==> src/ps2q_pkg.sv <==
// Package for the PS/2 set 1 scan code decoder and its character queue.
// Holds the scan code constants, register indexes and the US key tables.
// No dependencies; the top level and the bench import it.
package ps2q_pkg;

  localparam int QUEUE_DEPTH_DEF = 256;
  localparam int ADDR_W          = 4;

  // Configuration register indexes, taken from paddr[3:2].
  localparam logic [1:0] REG_ARROW_UP    = 2'd0;
  localparam logic [1:0] REG_ARROW_DOWN  = 2'd1;
  localparam logic [1:0] REG_ARROW_LEFT  = 2'd2;
  localparam logic [1:0] REG_ARROW_RIGHT = 2'd3;

  localparam logic [7:0] ARROW_UP_RST    = 8'd128;
  localparam logic [7:0] ARROW_DOWN_RST  = 8'd129;
  localparam logic [7:0] ARROW_LEFT_RST  = 8'd130;
  localparam logic [7:0] ARROW_RIGHT_RST = 8'd131;

  // Scan codes.
  localparam logic [7:0] SC_EXTENDED    = 8'hE0;
  localparam logic [7:0] SC_LSHIFT_MAKE = 8'h2A;
  localparam logic [7:0] SC_LSHIFT_BRK  = 8'hAA;
  localparam logic [7:0] SC_RSHIFT_MAKE = 8'h36;
  localparam logic [7:0] SC_RSHIFT_BRK  = 8'hB6;
  localparam logic [7:0] SC_LCTRL_MAKE  = 8'h1D;
  localparam logic [7:0] SC_LCTRL_BRK   = 8'h9D;
  localparam logic [7:0] SC_CAPS        = 8'h3A;
  localparam logic [7:0] SC_UP          = 8'h48;
  localparam logic [7:0] SC_DOWN        = 8'h50;
  localparam logic [7:0] SC_LEFT        = 8'h4B;
  localparam logic [7:0] SC_RIGHT       = 8'h4D;
  localparam logic [7:0] MAP_LEN        = 8'h3A;

  localparam logic [7:0] CHAR_UC_A = 8'h41;
  localparam logic [7:0] CHAR_UC_Z = 8'h5A;
  localparam logic [7:0] CHAR_LC_A = 8'h61;
  localparam logic [7:0] CHAR_LC_Z = 8'h7A;

  // Unshifted US layout; codes without a character give zero.
  function automatic logic [7:0] lower_map(input logic [5:0] code);
    logic [7:0] c;
    unique case (code)
      6'h01: c = 8'h1B;  6'h02: c = 8'h31;  6'h03: c = 8'h32;  6'h04: c = 8'h33;
      6'h05: c = 8'h34;  6'h06: c = 8'h35;  6'h07: c = 8'h36;  6'h08: c = 8'h37;
      6'h09: c = 8'h38;  6'h0A: c = 8'h39;  6'h0B: c = 8'h30;  6'h0C: c = 8'h2D;
      6'h0D: c = 8'h3D;  6'h0E: c = 8'h08;  6'h0F: c = 8'h09;  6'h10: c = 8'h71;
      6'h11: c = 8'h77;  6'h12: c = 8'h65;  6'h13: c = 8'h72;  6'h14: c = 8'h74;
      6'h15: c = 8'h79;  6'h16: c = 8'h75;  6'h17: c = 8'h69;  6'h18: c = 8'h6F;
      6'h19: c = 8'h70;  6'h1A: c = 8'h5B;  6'h1B: c = 8'h5D;  6'h1C: c = 8'h0A;
      6'h1E: c = 8'h61;  6'h1F: c = 8'h73;  6'h20: c = 8'h64;  6'h21: c = 8'h66;
      6'h22: c = 8'h67;  6'h23: c = 8'h68;  6'h24: c = 8'h6A;  6'h25: c = 8'h6B;
      6'h26: c = 8'h6C;  6'h27: c = 8'h3B;  6'h28: c = 8'h27;  6'h29: c = 8'h60;
      6'h2B: c = 8'h5C;  6'h2C: c = 8'h7A;  6'h2D: c = 8'h78;  6'h2E: c = 8'h63;
      6'h2F: c = 8'h76;  6'h30: c = 8'h62;  6'h31: c = 8'h6E;  6'h32: c = 8'h6D;
      6'h33: c = 8'h2C;  6'h34: c = 8'h2E;  6'h35: c = 8'h2F;  6'h37: c = 8'h2A;
      6'h39: c = 8'h20;
      default: c = 8'h00;
    endcase
    return c;
  endfunction

  // Shifted US layout.
  function automatic logic [7:0] upper_map(input logic [5:0] code);
    logic [7:0] c;
    unique case (code)
      6'h01: c = 8'h1B;  6'h02: c = 8'h21;  6'h03: c = 8'h40;  6'h04: c = 8'h23;
      6'h05: c = 8'h24;  6'h06: c = 8'h25;  6'h07: c = 8'h5E;  6'h08: c = 8'h26;
      6'h09: c = 8'h2A;  6'h0A: c = 8'h28;  6'h0B: c = 8'h29;  6'h0C: c = 8'h5F;
      6'h0D: c = 8'h2B;  6'h0E: c = 8'h08;  6'h0F: c = 8'h09;  6'h10: c = 8'h51;
      6'h11: c = 8'h57;  6'h12: c = 8'h45;  6'h13: c = 8'h52;  6'h14: c = 8'h54;
      6'h15: c = 8'h59;  6'h16: c = 8'h55;  6'h17: c = 8'h49;  6'h18: c = 8'h4F;
      6'h19: c = 8'h50;  6'h1A: c = 8'h7B;  6'h1B: c = 8'h7D;  6'h1C: c = 8'h0A;
      6'h1E: c = 8'h41;  6'h1F: c = 8'h53;  6'h20: c = 8'h44;  6'h21: c = 8'h46;
      6'h22: c = 8'h47;  6'h23: c = 8'h48;  6'h24: c = 8'h4A;  6'h25: c = 8'h4B;
      6'h26: c = 8'h4C;  6'h27: c = 8'h3A;  6'h28: c = 8'h22;  6'h29: c = 8'h7E;
      6'h2B: c = 8'h7C;  6'h2C: c = 8'h5A;  6'h2D: c = 8'h58;  6'h2E: c = 8'h43;
      6'h2F: c = 8'h56;  6'h30: c = 8'h42;  6'h31: c = 8'h4E;  6'h32: c = 8'h4D;
      6'h33: c = 8'h3C;  6'h34: c = 8'h3E;  6'h35: c = 8'h3F;  6'h37: c = 8'h2A;
      6'h39: c = 8'h20;
      default: c = 8'h00;
    endcase
    return c;
  endfunction

endpackage

==> src/ps2_scancode_to_char_queue.sv <==
// Top level: PS/2 scan code set 1 decoder feeding a character queue.
// Uses ps2q_pkg for scan codes, register indexes and the key tables.
// Register map: arrow up, down, left, right codes at byte addresses 0, 4, 8, 12.

// The block takes one item per clock cycle when the output side is ready: either a
// keyboard byte (s_tuser[0] low) or a read request (s_tuser[0] high) that pops one
// character if the queue holds any. Each item gives one result. An item sits in an
// input register, then a single pass of table lookup, flag update and one queue
// access (one write port, one registered read port of the character memory) fills
// the result register. The queue holds QUEUE_DEPTH characters; when it is full a
// new character is discarded and the result reports it as dropped.
// The character memory needs no clearing after reset.
module ps2_scancode_to_char_queue #(
  parameter int QUEUE_DEPTH = ps2q_pkg::QUEUE_DEPTH_DEF
) (
  input  logic                        clk,
  input  logic                        rst,
  // Configuration port.
  input  logic                        psel,
  input  logic                        penable,
  input  logic                        pwrite,
  input  logic [ps2q_pkg::ADDR_W-1:0] paddr,
  input  logic [31:0]                 pwdata,
  output logic [31:0]                 prdata,
  output logic                        pready,
  // Input items.
  input  logic                        s_tvalid,
  output logic                        s_tready,
  input  logic [7:0]                  s_tdata,  // [7:0] data_byte
  input  logic [1:0]                  s_tuser,  // [0] kind, [1] from_aux
  // Result items.
  output logic                        m_tvalid,
  input  logic                        m_tready,
  // [7:0] char_out, [8] char_valid, [9] available, [10] ctrl_active,
  // [11] dropped, [15:12] zero
  output logic [15:0]                 m_tdata
);
  import ps2q_pkg::*;

  localparam int PTR_W = (QUEUE_DEPTH > 1) ? $clog2(QUEUE_DEPTH) : 1;
  localparam int CNT_W = $clog2(QUEUE_DEPTH + 1);
  localparam logic [PTR_W-1:0] PTR_LAST = PTR_W'(QUEUE_DEPTH - 1);
  localparam logic [CNT_W-1:0] CNT_FULL = CNT_W'(QUEUE_DEPTH);

  // Configuration registers.
  logic [7:0] arrow_up, arrow_down, arrow_left, arrow_right;
  logic       cfg_write;

  assign pready    = 1'b1;
  assign cfg_write = psel && penable && pwrite && pready;

  always_ff @(posedge clk) begin
    if (rst) begin
      arrow_up    <= ARROW_UP_RST;
      arrow_down  <= ARROW_DOWN_RST;
      arrow_left  <= ARROW_LEFT_RST;
      arrow_right <= ARROW_RIGHT_RST;
    end else if (cfg_write) begin
      unique case (paddr[3:2])
        REG_ARROW_UP:    arrow_up    <= pwdata[7:0];
        REG_ARROW_DOWN:  arrow_down  <= pwdata[7:0];
        REG_ARROW_LEFT:  arrow_left  <= pwdata[7:0];
        REG_ARROW_RIGHT: arrow_right <= pwdata[7:0];
        default:         arrow_up    <= arrow_up;
      endcase
    end
  end

  always_comb begin
    unique case (paddr[3:2])
      REG_ARROW_UP:    prdata = {24'd0, arrow_up};
      REG_ARROW_DOWN:  prdata = {24'd0, arrow_down};
      REG_ARROW_LEFT:  prdata = {24'd0, arrow_left};
      REG_ARROW_RIGHT: prdata = {24'd0, arrow_right};
      default:         prdata = 32'd0;
    endcase
  end

  // Input register.
  logic       s1_valid;
  logic       s1_kind;
  logic       s1_aux;
  logic [7:0] s1_byte;
  logic       advance;
  logic       step;

  assign advance  = !m_tvalid || m_tready;
  assign s_tready = !s1_valid || advance;
  assign step     = s1_valid && advance;

  always_ff @(posedge clk) begin
    if (rst) begin
      s1_valid <= 1'b0;
    end else if (s_tready) begin
      s1_valid <= s_tvalid;
    end
  end

  always_ff @(posedge clk) begin
    if (s_tvalid && s_tready) begin
      s1_kind <= s_tuser[0];
      s1_aux  <= s_tuser[1];
      s1_byte <= s_tdata;
    end
  end

  // Decoder state.
  logic             shift_held, shift_held_next;
  logic             ctrl_held, ctrl_held_next;
  logic             caps_on, caps_on_next;
  logic             extended_armed, extended_armed_next;
  logic [7:0]       previous_byte, previous_byte_next;
  logic [PTR_W-1:0] read_pointer, write_pointer;
  logic [CNT_W-1:0] fill_count, fill_count_next;

  logic       take;
  logic [7:0] char_new;
  logic [7:0] up_c, lo_c;
  logic       enqueue, full, wr_en, drop, pop;

  assign take = !s1_kind && !s1_aux && (s1_byte != previous_byte);
  assign up_c = upper_map(s1_byte[5:0]);
  assign lo_c = lower_map(s1_byte[5:0]);

  always_comb begin
    shift_held_next     = shift_held;
    ctrl_held_next      = ctrl_held;
    caps_on_next        = caps_on;
    extended_armed_next = extended_armed;
    previous_byte_next  = previous_byte;
    char_new            = 8'd0;
    if (take) begin
      previous_byte_next = s1_byte;
      priority if (s1_byte == SC_EXTENDED) begin
        extended_armed_next = 1'b1;
      end else if (extended_armed) begin
        // Any byte after the prefix ends it; only arrow makes produce a code.
        extended_armed_next = 1'b0;
        priority if (s1_byte == SC_UP)    char_new = arrow_up;
        else if (s1_byte == SC_DOWN)      char_new = arrow_down;
        else if (s1_byte == SC_LEFT)      char_new = arrow_left;
        else if (s1_byte == SC_RIGHT)     char_new = arrow_right;
        else                              char_new = 8'd0;
      end else if (s1_byte == SC_LSHIFT_MAKE || s1_byte == SC_RSHIFT_MAKE) begin
        shift_held_next = 1'b1;
      end else if (s1_byte == SC_LSHIFT_BRK || s1_byte == SC_RSHIFT_BRK) begin
        shift_held_next = 1'b0;
      end else if (s1_byte == SC_LCTRL_MAKE) begin
        ctrl_held_next = 1'b1;
      end else if (s1_byte == SC_LCTRL_BRK) begin
        ctrl_held_next = 1'b0;
      end else if (s1_byte == SC_CAPS) begin
        caps_on_next = !caps_on;
      end else if (s1_byte < MAP_LEN) begin
        // Caps Lock flips the case of letters only.
        if (shift_held) begin
          char_new = (caps_on && up_c >= CHAR_UC_A && up_c <= CHAR_UC_Z) ? lo_c : up_c;
        end else begin
          char_new = (caps_on && lo_c >= CHAR_LC_A && lo_c <= CHAR_LC_Z) ? up_c : lo_c;
        end
      end else begin
        char_new = 8'd0;
      end
    end
  end

  assign enqueue = take && (char_new != 8'd0);
  assign full    = (fill_count == CNT_FULL);
  assign wr_en   = enqueue && !full;
  assign drop    = enqueue && full;
  assign pop     = s1_kind && (fill_count != '0);

  always_comb begin
    fill_count_next = fill_count;
    if (wr_en) begin
      fill_count_next = fill_count + CNT_W'(1);
    end else if (pop) begin
      fill_count_next = fill_count - CNT_W'(1);
    end
  end

  always_ff @(posedge clk) begin
    if (rst) begin
      shift_held     <= 1'b0;
      ctrl_held      <= 1'b0;
      caps_on        <= 1'b0;
      extended_armed <= 1'b0;
      previous_byte  <= 8'd0;
      read_pointer   <= '0;
      write_pointer  <= '0;
      fill_count     <= '0;
    end else if (step) begin
      shift_held     <= shift_held_next;
      ctrl_held      <= ctrl_held_next;
      caps_on        <= caps_on_next;
      extended_armed <= extended_armed_next;
      previous_byte  <= previous_byte_next;
      fill_count     <= fill_count_next;
      if (wr_en) begin
        write_pointer <= (write_pointer == PTR_LAST) ? '0 : write_pointer + PTR_W'(1);
      end
      if (pop) begin
        read_pointer <= (read_pointer == PTR_LAST) ? '0 : read_pointer + PTR_W'(1);
      end
    end
  end

  // Character memory. The read data register only loads when an item moves on,
  // so a stalled result keeps its character.
  logic [7:0] char_store [QUEUE_DEPTH];
  logic [7:0] rd_data;

  always_ff @(posedge clk) begin
    if (step && wr_en) begin
      char_store[write_pointer] <= char_new;
    end
    if (step) begin
      rd_data <= char_store[read_pointer];
    end
  end

  // Result register.
  logic o_valid, o_avail, o_ctrl, o_drop;

  always_ff @(posedge clk) begin
    if (rst) begin
      m_tvalid <= 1'b0;
    end else if (advance) begin
      m_tvalid <= step;
    end
  end

  always_ff @(posedge clk) begin
    if (step) begin
      o_valid <= pop;
      o_avail <= (fill_count_next != '0);
      o_ctrl  <= ctrl_held_next;
      o_drop  <= drop;
    end
  end

  assign m_tdata = {4'd0, o_drop, o_ctrl, o_avail, o_valid, o_valid ? rd_data : 8'd0};

endmodule

==> config.mk <==
export PLATFORM = sky130hd
export DESIGN_NAME = ps2_scancode_to_char_queue
export DESIGN_NICKNAME = d
export VERILOG_FILES = /design/src/ps2q_pkg.sv /design/src/ps2_scancode_to_char_queue.sv
export SDC_FILE = /design/constraint.sdc
export NUM_CORES = 2
export LEC_CHECK = 0
export ABC_CLOCK_PERIOD_IN_PS = 16500
export BUFFER_PORTS_ARGS = -buffer_cell sky130_fd_sc_hd__buf_2
export CAP_MARGIN = 20
export CORE_ASPECT_RATIO = 1.4
export CORE_MARGIN = 5
export CORE_UTILIZATION = 40
export CTS_BUF_LIST = sky130_fd_sc_hd__clkbuf_8 sky130_fd_sc_hd__clkbuf_16
export DETAILED_ROUTE_END_ITERATION = 7
export PLACE_DENSITY = 0.57
export SYNTH_ARGS = -nofsm -noshare
export SYNTH_HDL_FRONTEND = slang
export SYNTH_SLANG_ARGS = --single-unit
==> constraint.sdc <==
create_clock -name clk -period 16.5 [get_ports clk]
set_input_delay 1.65 -clock clk [delete_from_list [all_inputs] [get_ports clk]]
set_output_delay 1.65 -clock clk [all_outputs]
set_load 0.03 [all_outputs]
# Yosys cells after proc, flatten, opt, wreduce, memory -nomap -nowiden

Memory sizes are Yosys's and may differ from the RTL's. A register that Yosys moved wholly into a read port is not among the register bits.
Cells that the tools add are included.

$add $sub $neg: 4
Multipliers: 0
Div/mod/pow operators: 0
Order comparisons: 5
Eq/ne operators: 19
Shifts and indexed selects: 0
Mux-type cells: 36
Bitwise gates (word level): 6
Reduce and logical (&&, ||, !) cells: 39

Operators with widths:

| kind                | count |
|---|---|
| $mux 8              | 19 |
| $pmux 32 s4         | 1 |
| $eq 8x8->1 const B  | 6 |
| $eq 8x7->1 const B  | 4 |
| $eq 8x6->1 const B  | 3 |
| $mux 9              | 2 |
| $reduce_bool 9->1   | 2 |
| $add 8x1->8 const B | 2 |
| $ge 8x7->1 const B  | 2 |
| $le 8x7->1 const B  | 2 |
| $logic_and 1x1->1   | 15 |
| $reduce_and 2->1    | 7 |
| $mux 1              | 12 |
| $mux 6              | 2 |
| $add 9x1->9 const B | 1 |
| $eq 9x9->1 const B  | 1 |
| $reduce_and 9->1    | 1 |
| $sub 9x1->9 const B | 1 |
| $eq 8x5->1 const B  | 1 |
| $lt 8x6->1 const B  | 1 |
| $ne 8x8->1          | 1 |
| $reduce_bool 8->1   | 1 |
| $logic_not 1->1     | 6 |
| $not 1->1           | 6 |
| 6 further kinds     | 10 |

Register bits after elaboration: 85
Latch bits: 0
RAM bits: 2048
ROM bits: 896
Bits of input ports: 53
Logic and storage cells: 133
Memories kept: 3

Memory list:

| memory          | depth | bits a word | read ports | clocked after memory_dff | write ports | RTL line                          | RTL |
|---|---|---|---|---|---|---|---|
| char_store      | 256   | 8           | 1          | 1                        | 1           | ps2_scancode_to_char_queue.sv:210 | `logic [7:0] char_store [QUEUE_DEPTH];` |
| (no name shown) | 64    | 7           | 1          | 1                        | 0           | ps2q_pkg.sv:43                    | `unique case (code)` |
| (no name shown) | 64    | 7           | 1          | 1                        | 0           | ps2q_pkg.sv:66                    | `unique case (code)` |

# Logic depth before layout (Yosys ltp)

Depth in word-level cells: 20
Depth in mapped cells: 13
Gate-level depth less buffers: 11

# Worst setup path before layout

No wires, ideal clock.

Kind: register -> register
Start: reg s1_byte[4]
End: mem char_store[0][7] (data pin)
Arrival time: 11.083 ns
Data required time: 14.362 ns
Path slack: 3.279 ns
Cell stages (with the launch flop): 7
Buffers on the path: 1
Clock period less this slack: 13.221 ns
Path through: edfxtp_1 -> buf_6 -> nor4b_4 -> nand2_2 -> a211oi_1 -> a21oi_1 -> nor3_1

Word-level cells in the longest chain between the ends: 10
Elaborated cells on any way between the ends: 30
Those cells by class: order compare: 1; eq/ne: 13; mux: 13; reduce/logical: 3

RTL lines:

| element                | RTL line                          | RTL |
|---|---|---|
| from (decl)            | ps2_scancode_to_char_queue.sv:83  | `logic [7:0] s1_byte;` |
| from (signal assigned) | ps2_scancode_to_char_queue.sv:103 | `s1_byte <= s_tdata;` |
| $lt 8x6->1             | ps2_scancode_to_char_queue.sv:154 | `end else if (s1_byte < MAP_LEN) begin` |
| $mux 8                 | ps2_scancode_to_char_queue.sv:154 |  |
| $mux 8                 | ps2_scancode_to_char_queue.sv:152 | `end else if (s1_byte == SC_CAPS) begin` |
| $mux 8                 | ps2_scancode_to_char_queue.sv:150 | `end else if (s1_byte == SC_LCTRL_BRK) begin` |
| $mux 8                 | ps2_scancode_to_char_queue.sv:148 | `end else if (s1_byte == SC_LCTRL_MAKE) begin` |
| $mux 8                 | ps2_scancode_to_char_queue.sv:146 | `end else if (s1_byte == SC_LSHIFT_BRK \|\| s1_byte == SC_RSHIFT_BRK) begin` |
| $mux 8                 | ps2_scancode_to_char_queue.sv:144 | `end else if (s1_byte == SC_LSHIFT_MAKE \|\| s1_byte == SC_RSHIFT_MAKE) begin` |
| $mux 8                 | ps2_scancode_to_char_queue.sv:136 | `end else if (extended_armed) begin` |
| $mux 8                 | ps2_scancode_to_char_queue.sv:134 | `priority if (s1_byte == SC_EXTENDED) begin` |
| $mux 8 (*)             | ps2_scancode_to_char_queue.sv:132 | `if (take) begin` |
| net char_new[7]        | ps2_scancode_to_char_queue.sv:117 | `logic [7:0] char_new;` |
| to (decl)              | ps2_scancode_to_char_queue.sv:210 |  |

Mark *: on every way through the listed nets, which the timed path passes. The rest lies on a longest branch.

# Worst setup path after layout

Start: reg s1_byte[1]
End: mem char_store[215][3], enable pin

Word-level cells in the longest chain between the ends: 16
Elaborated cells on any way between the ends: 36
Those cells by class: order compare: 1; eq/ne: 13; mux: 15; reduce/logical: 7

RTL lines:

| element                          | RTL line                          | RTL |
|---|---|---|
| $lt 8x6->1                       | ps2_scancode_to_char_queue.sv:154 |  |
| $mux 8                           | ps2_scancode_to_char_queue.sv:154 |  |
| $mux 8                           | ps2_scancode_to_char_queue.sv:152 |  |
| $mux 8                           | ps2_scancode_to_char_queue.sv:150 |  |
| $mux 8                           | ps2_scancode_to_char_queue.sv:148 |  |
| $mux 8                           | ps2_scancode_to_char_queue.sv:146 |  |
| $mux 8                           | ps2_scancode_to_char_queue.sv:144 |  |
| $mux 8                           | ps2_scancode_to_char_queue.sv:136 |  |
| $mux 8                           | ps2_scancode_to_char_queue.sv:134 |  |
| $mux 8 (*)                       | ps2_scancode_to_char_queue.sv:132 |  |
| net char_new[7]                  | ps2_scancode_to_char_queue.sv:117 |  |
| $reduce_bool 8->1 (*)            | ps2_scancode_to_char_queue.sv:167 | `assign enqueue = take && (char_new != 8'd0);` |
| $logic_and 1x1->1 (*)            | ps2_scancode_to_char_queue.sv:167 |  |
| $logic_and 1x1->1 (*)            | ps2_scancode_to_char_queue.sv:169 | `assign wr_en = enqueue && !full;` |
| $logic_and 1x1->1 (*)            | ps2_scancode_to_char_queue.sv:214 | `if (step && wr_en) begin` |
| $mux 1 (*)                       | ps2_scancode_to_char_queue.sv:214 |  |
| $mux 1 (not written as such) (*) | ps2_scancode_to_char_queue.sv:215 | `char_store[write_pointer] <= char_new;` |

Marked as above.

==> summary.txt <==
Outcome
  • Status: completed

Pwr
  • Static Leakage: 24.0 nW
  • Total power density per cell area: 113 mW/mm²
  • Peak ir drop on the vdd network: 0.0854 mV

Detailed routing
  • Amount of wire on met3 after detailed routing: 9.28 mm
  • Post-route ant nets: 0
  • Routed met1 length: between 80 and 90 mm
  • Highest metal layer with signal wires: met5
  • Number of vias in the routed layout: roughly 40000
  • Ratio of routed vias to standard cells: between 5 and 6
  • Iteration-0 DRC count of the detailed router: 3633
  • Post-route DRC: 0
  • Final routed wire length divided by cell count: 29.2 µm
  • Total met2 wirelength after detailed routing: 111 mm
  • Detailed-route wire length: about 210 mm
  • First-pass detailed-route iteration total: 6

Timing
  • Unrepaired setup endpoints after global routing: no
  • Count of pins over their slew limit: 0
  • Setup Total Neg Slack: 0 ps
  • Share of the clock period used by the worst path: 37.3%
  • F_max: 163 MHz
  • Fin crit period: 6150 ps
  • Clock skew after layout: 43.8 ps
  • Final-report setup violation count: 0
  • Max-slew headroom at the worst pin: 13.3%
  • Transition time at the pin with the least slew margin: around 1300 ps
  • Count of endpoints failing hold in the final timing report: 0

Critical path
  • CP Launch Type: flop
  • Most frequent cell on the critical path: sky130_fd_sc_hd__buf_4
  • Crit path max-delay cell type: sky130_fd_sc_hd__edfxtp_1
  • Crit path cell chain: nor2b_1, a22oi_1, a211oi_1, a21oi_1, nor3_2, buf_4, buf_16, a211oi_4, a211oi_4, buf_4, nand3_2, buf_4, nor2_1
  • Crit path required time: between 15000 and 20000 ps
  • Critical-path maximum fanout: 47
  • Critical Path AT: 6590 ps
  • Crit. End Element: flop
  • Worst setup path class: reg -> reg
  • Highest cell delay on the worst timing path: 920 ps

Placed design
  • Routability cong.: 0.832
  • I/O Buffers: 48
  • Post-DP HPWL: 120 mm

Synth
  • Combined area of all synthesized cells: 0.0858 mm²
  • Commonest register cell after synthesis: sky130_fd_sc_hd__edfxtp_1
  • Synthesized flop and latch total: about 2200
  • Unique masters post-synth: 79
  • Synthesis Warnings: 0
  • Number of enable-type register cells in the synthesized netlist: just over 2000
  • Cells after Synth: 4015
  • Per-instance average area after synthesis: about 21 µm²
  • Asr flop ratio synth: 0%
  • Part of the Yosys area used for sequential elements: about three quarters

Floorplan
  • Effective utilization at floorplan: 40.2%
  • Die Footprint: 0.224 mm²
  • Die Span X: 402 µm
  • Row count: 201
  • Number of ports placed on the die boundary: 104
  • Core area: 0.214 mm²
  • Die height: 558 µm

Clock network
  • Clock Tree Root: sky130_fd_sc_hd__clkbuf_16
  • Clk Latency, worst-skew pair: 840 ps
  • Clock slew at reported path FFs: roughly 70 ps
  • Total clock buffers created by CTS: 200
  • Maximum buffer depth of the clock tree: 4
  • Resized Gates After CTS: 0
  • Post-CTS setup buffer count: 0
  • H-tree levels: 4
  • Number of clock sinks: 2155
  • Number of hold buffers added after cts: 0
  • TritonCTS clock tree: done

Cells and area
  • Share of post-route cells with drive strength above 1: 26.6%
  • Final Util: 44.6%
  • Leading cell type in the layout, fill and taps excluded: sky130_fd_sc_hd__edfxtp_1
  • Area taken by flip-flops and latches: 0.0639 mm²
  • Multi-input combinational cell area: 0.0208 mm²
  • Most frequent cells in the layout: 2070 x sky130_fd_sc_hd__edfxtp_1, 689 x sky130_fd_sc_hd__mux4_2, 353 x sky130_fd_sc_hd__nor2_1, 205 x sky130_fd_sc_hd__clkbuf_16, 80 x sky130_fd_sc_hd__dfxtp_1
  • Filler Cells Inserted: 18100
  • Fin nets: about 4200
  • P&R area growth vs syn: 11.1%

GRT
  • Largest net degree at the start of global routing: approximately 200
  • Global-route wire length before repair: 298 mm
  • Number of antenna violations at the first check in global routing: 2
  • Global Route Usage Sum: 18.2%
  • Remaining global-route overflow: 0
  • Number of global-route vias before repair: ~41000

Worst hold path
  • Min-delay worst type: reg -> reg

Run
  • Max-Cap Viols: 0
-- logic make-up after synthesis --
| group | share of synthesized area (%) |
|---|---|
| fa+ha+maj | 0.262 |
| compound gates | 1.50 |
| buf+inv | 1.62 |
| flops | 74.4 |
| xor+xnor | 0.265 |
| mux | 18.7 |
| simple gates | 3.20 |
| other cells | 0.00875 |
-- critical path: cells and delay by family, from the launching register on --
family | cells | cell delay (ps)
AND/OR/NAND/NOR | 4 | 2120
AO/OA/AOI/OAI | 5 | 880
buffers and inverters | 4 | 1760
flip-flops | 1 | 920
-- per-stage QoR --
stage	setup WS [ps]	hold slack [ps]	std cells	instance area (µm²)	power, mW
2_1_floorplan	3280	437	4042	85900	6.35
5_1_grt	10090	514	7077	95300	11.1
6_report	10350	471	7078	95300	10.8
3_5_place_dp	10210	461	6715	89000	6.44
4_1_cts	10150	471	7072	95200	10.9
3_3_place_gp	10230	462	6714	89000	6.44
-- power by group --
part	switching, mW	internal, mW
sequential	0.0256	5.95
clock	1.99	2.47
combinational	0.210	0.134
-- synthesized netlist by cell type (9+ instances only) --
cell,instances,area [µm²]
sky130_fd_sc_hd__edfxtp_1,2070,62200
sky130_fd_sc_hd__xor2_1,12,105
sky130_fd_sc_hd__mux2i_1,50,500
sky130_fd_sc_hd__ha_1,18,225
sky130_fd_sc_hd__buf_4,36,270
sky130_fd_sc_hd__nand3_1,30,150
sky130_fd_sc_hd__o211ai_1,12,90.1
sky130_fd_sc_hd__mux4_2,689,15500
sky130_fd_sc_hd__nand2_1,75,282
sky130_fd_sc_hd__nand3_4,13,228
sky130_fd_sc_hd__nand4_1,12,75.1
sky130_fd_sc_hd__inv_1,25,93.8
sky130_fd_sc_hd__o21ai_0,39,195
sky130_fd_sc_hd__nor3_1,13,65.1
sky130_fd_sc_hd__clkbuf_1,158,593
sky130_fd_sc_hd__a21oi_1,51,255
sky130_fd_sc_hd__buf_6,9,101
sky130_fd_sc_hd__xnor2_1,14,123
sky130_fd_sc_hd__nor2b_1,13,81.3
sky130_fd_sc_hd__buf_2,51,255
sky130_fd_sc_hd__buf_1,17,63.8
sky130_fd_sc_hd__a211oi_1,12,90.1
sky130_fd_sc_hd__nor2_1,356,1340
sky130_fd_sc_hd__dfxtp_1,85,1700
sky130_fd_sc_hd__and2_1,17,106
-- final timing paths --
| path | end | slack (ps) | cells after the start | start |
|---|---|---|---|---|
| worst max-delay path | char_store[215][3] | 10350 | 13 | s1_byte[1] |
| worst min-delay path | ctrl_held | 470 | 2 | ctrl_held |
| worst max register to register | char_store[215][3] | 10350 | 13 | s1_byte[1] |
| worst min register to register | ctrl_held | 470 | 2 | ctrl_held |
-- flip-flops by register name, summed over array words and instances, names as in the netlist, 7 cells and up --
register       flops
rd_data            8
s1_byte            8
char_store      2048
fill_count         9
write_pointer      8
up_c               7
read_pointer       8
arrow_right        8
arrow_up           8
lo_c               7
previous_byte      8
arrow_down         8
arrow_left         8
-- layer usage --
metal	global-route usage (%)	vias up
met1	23.9	21600
li1	-	16800
met2	32.8	1104
met4	4.04	2
met3	2.11	271
met5	0	-
-- cell type report --
class / instances / share of cell area, %
antenna: 2 / 0.00525
timing repair buffer: 106 / 0.872
inverter: 28 / 0.110
clock buffer: 206 / 5.40
clock inverter: 151 / 1.10
multi-input combinational: 1588 / 21.8
sequential: 2155 / 67.0
tap: 2842 / 3.73
(Power assumes the default switching activity.)
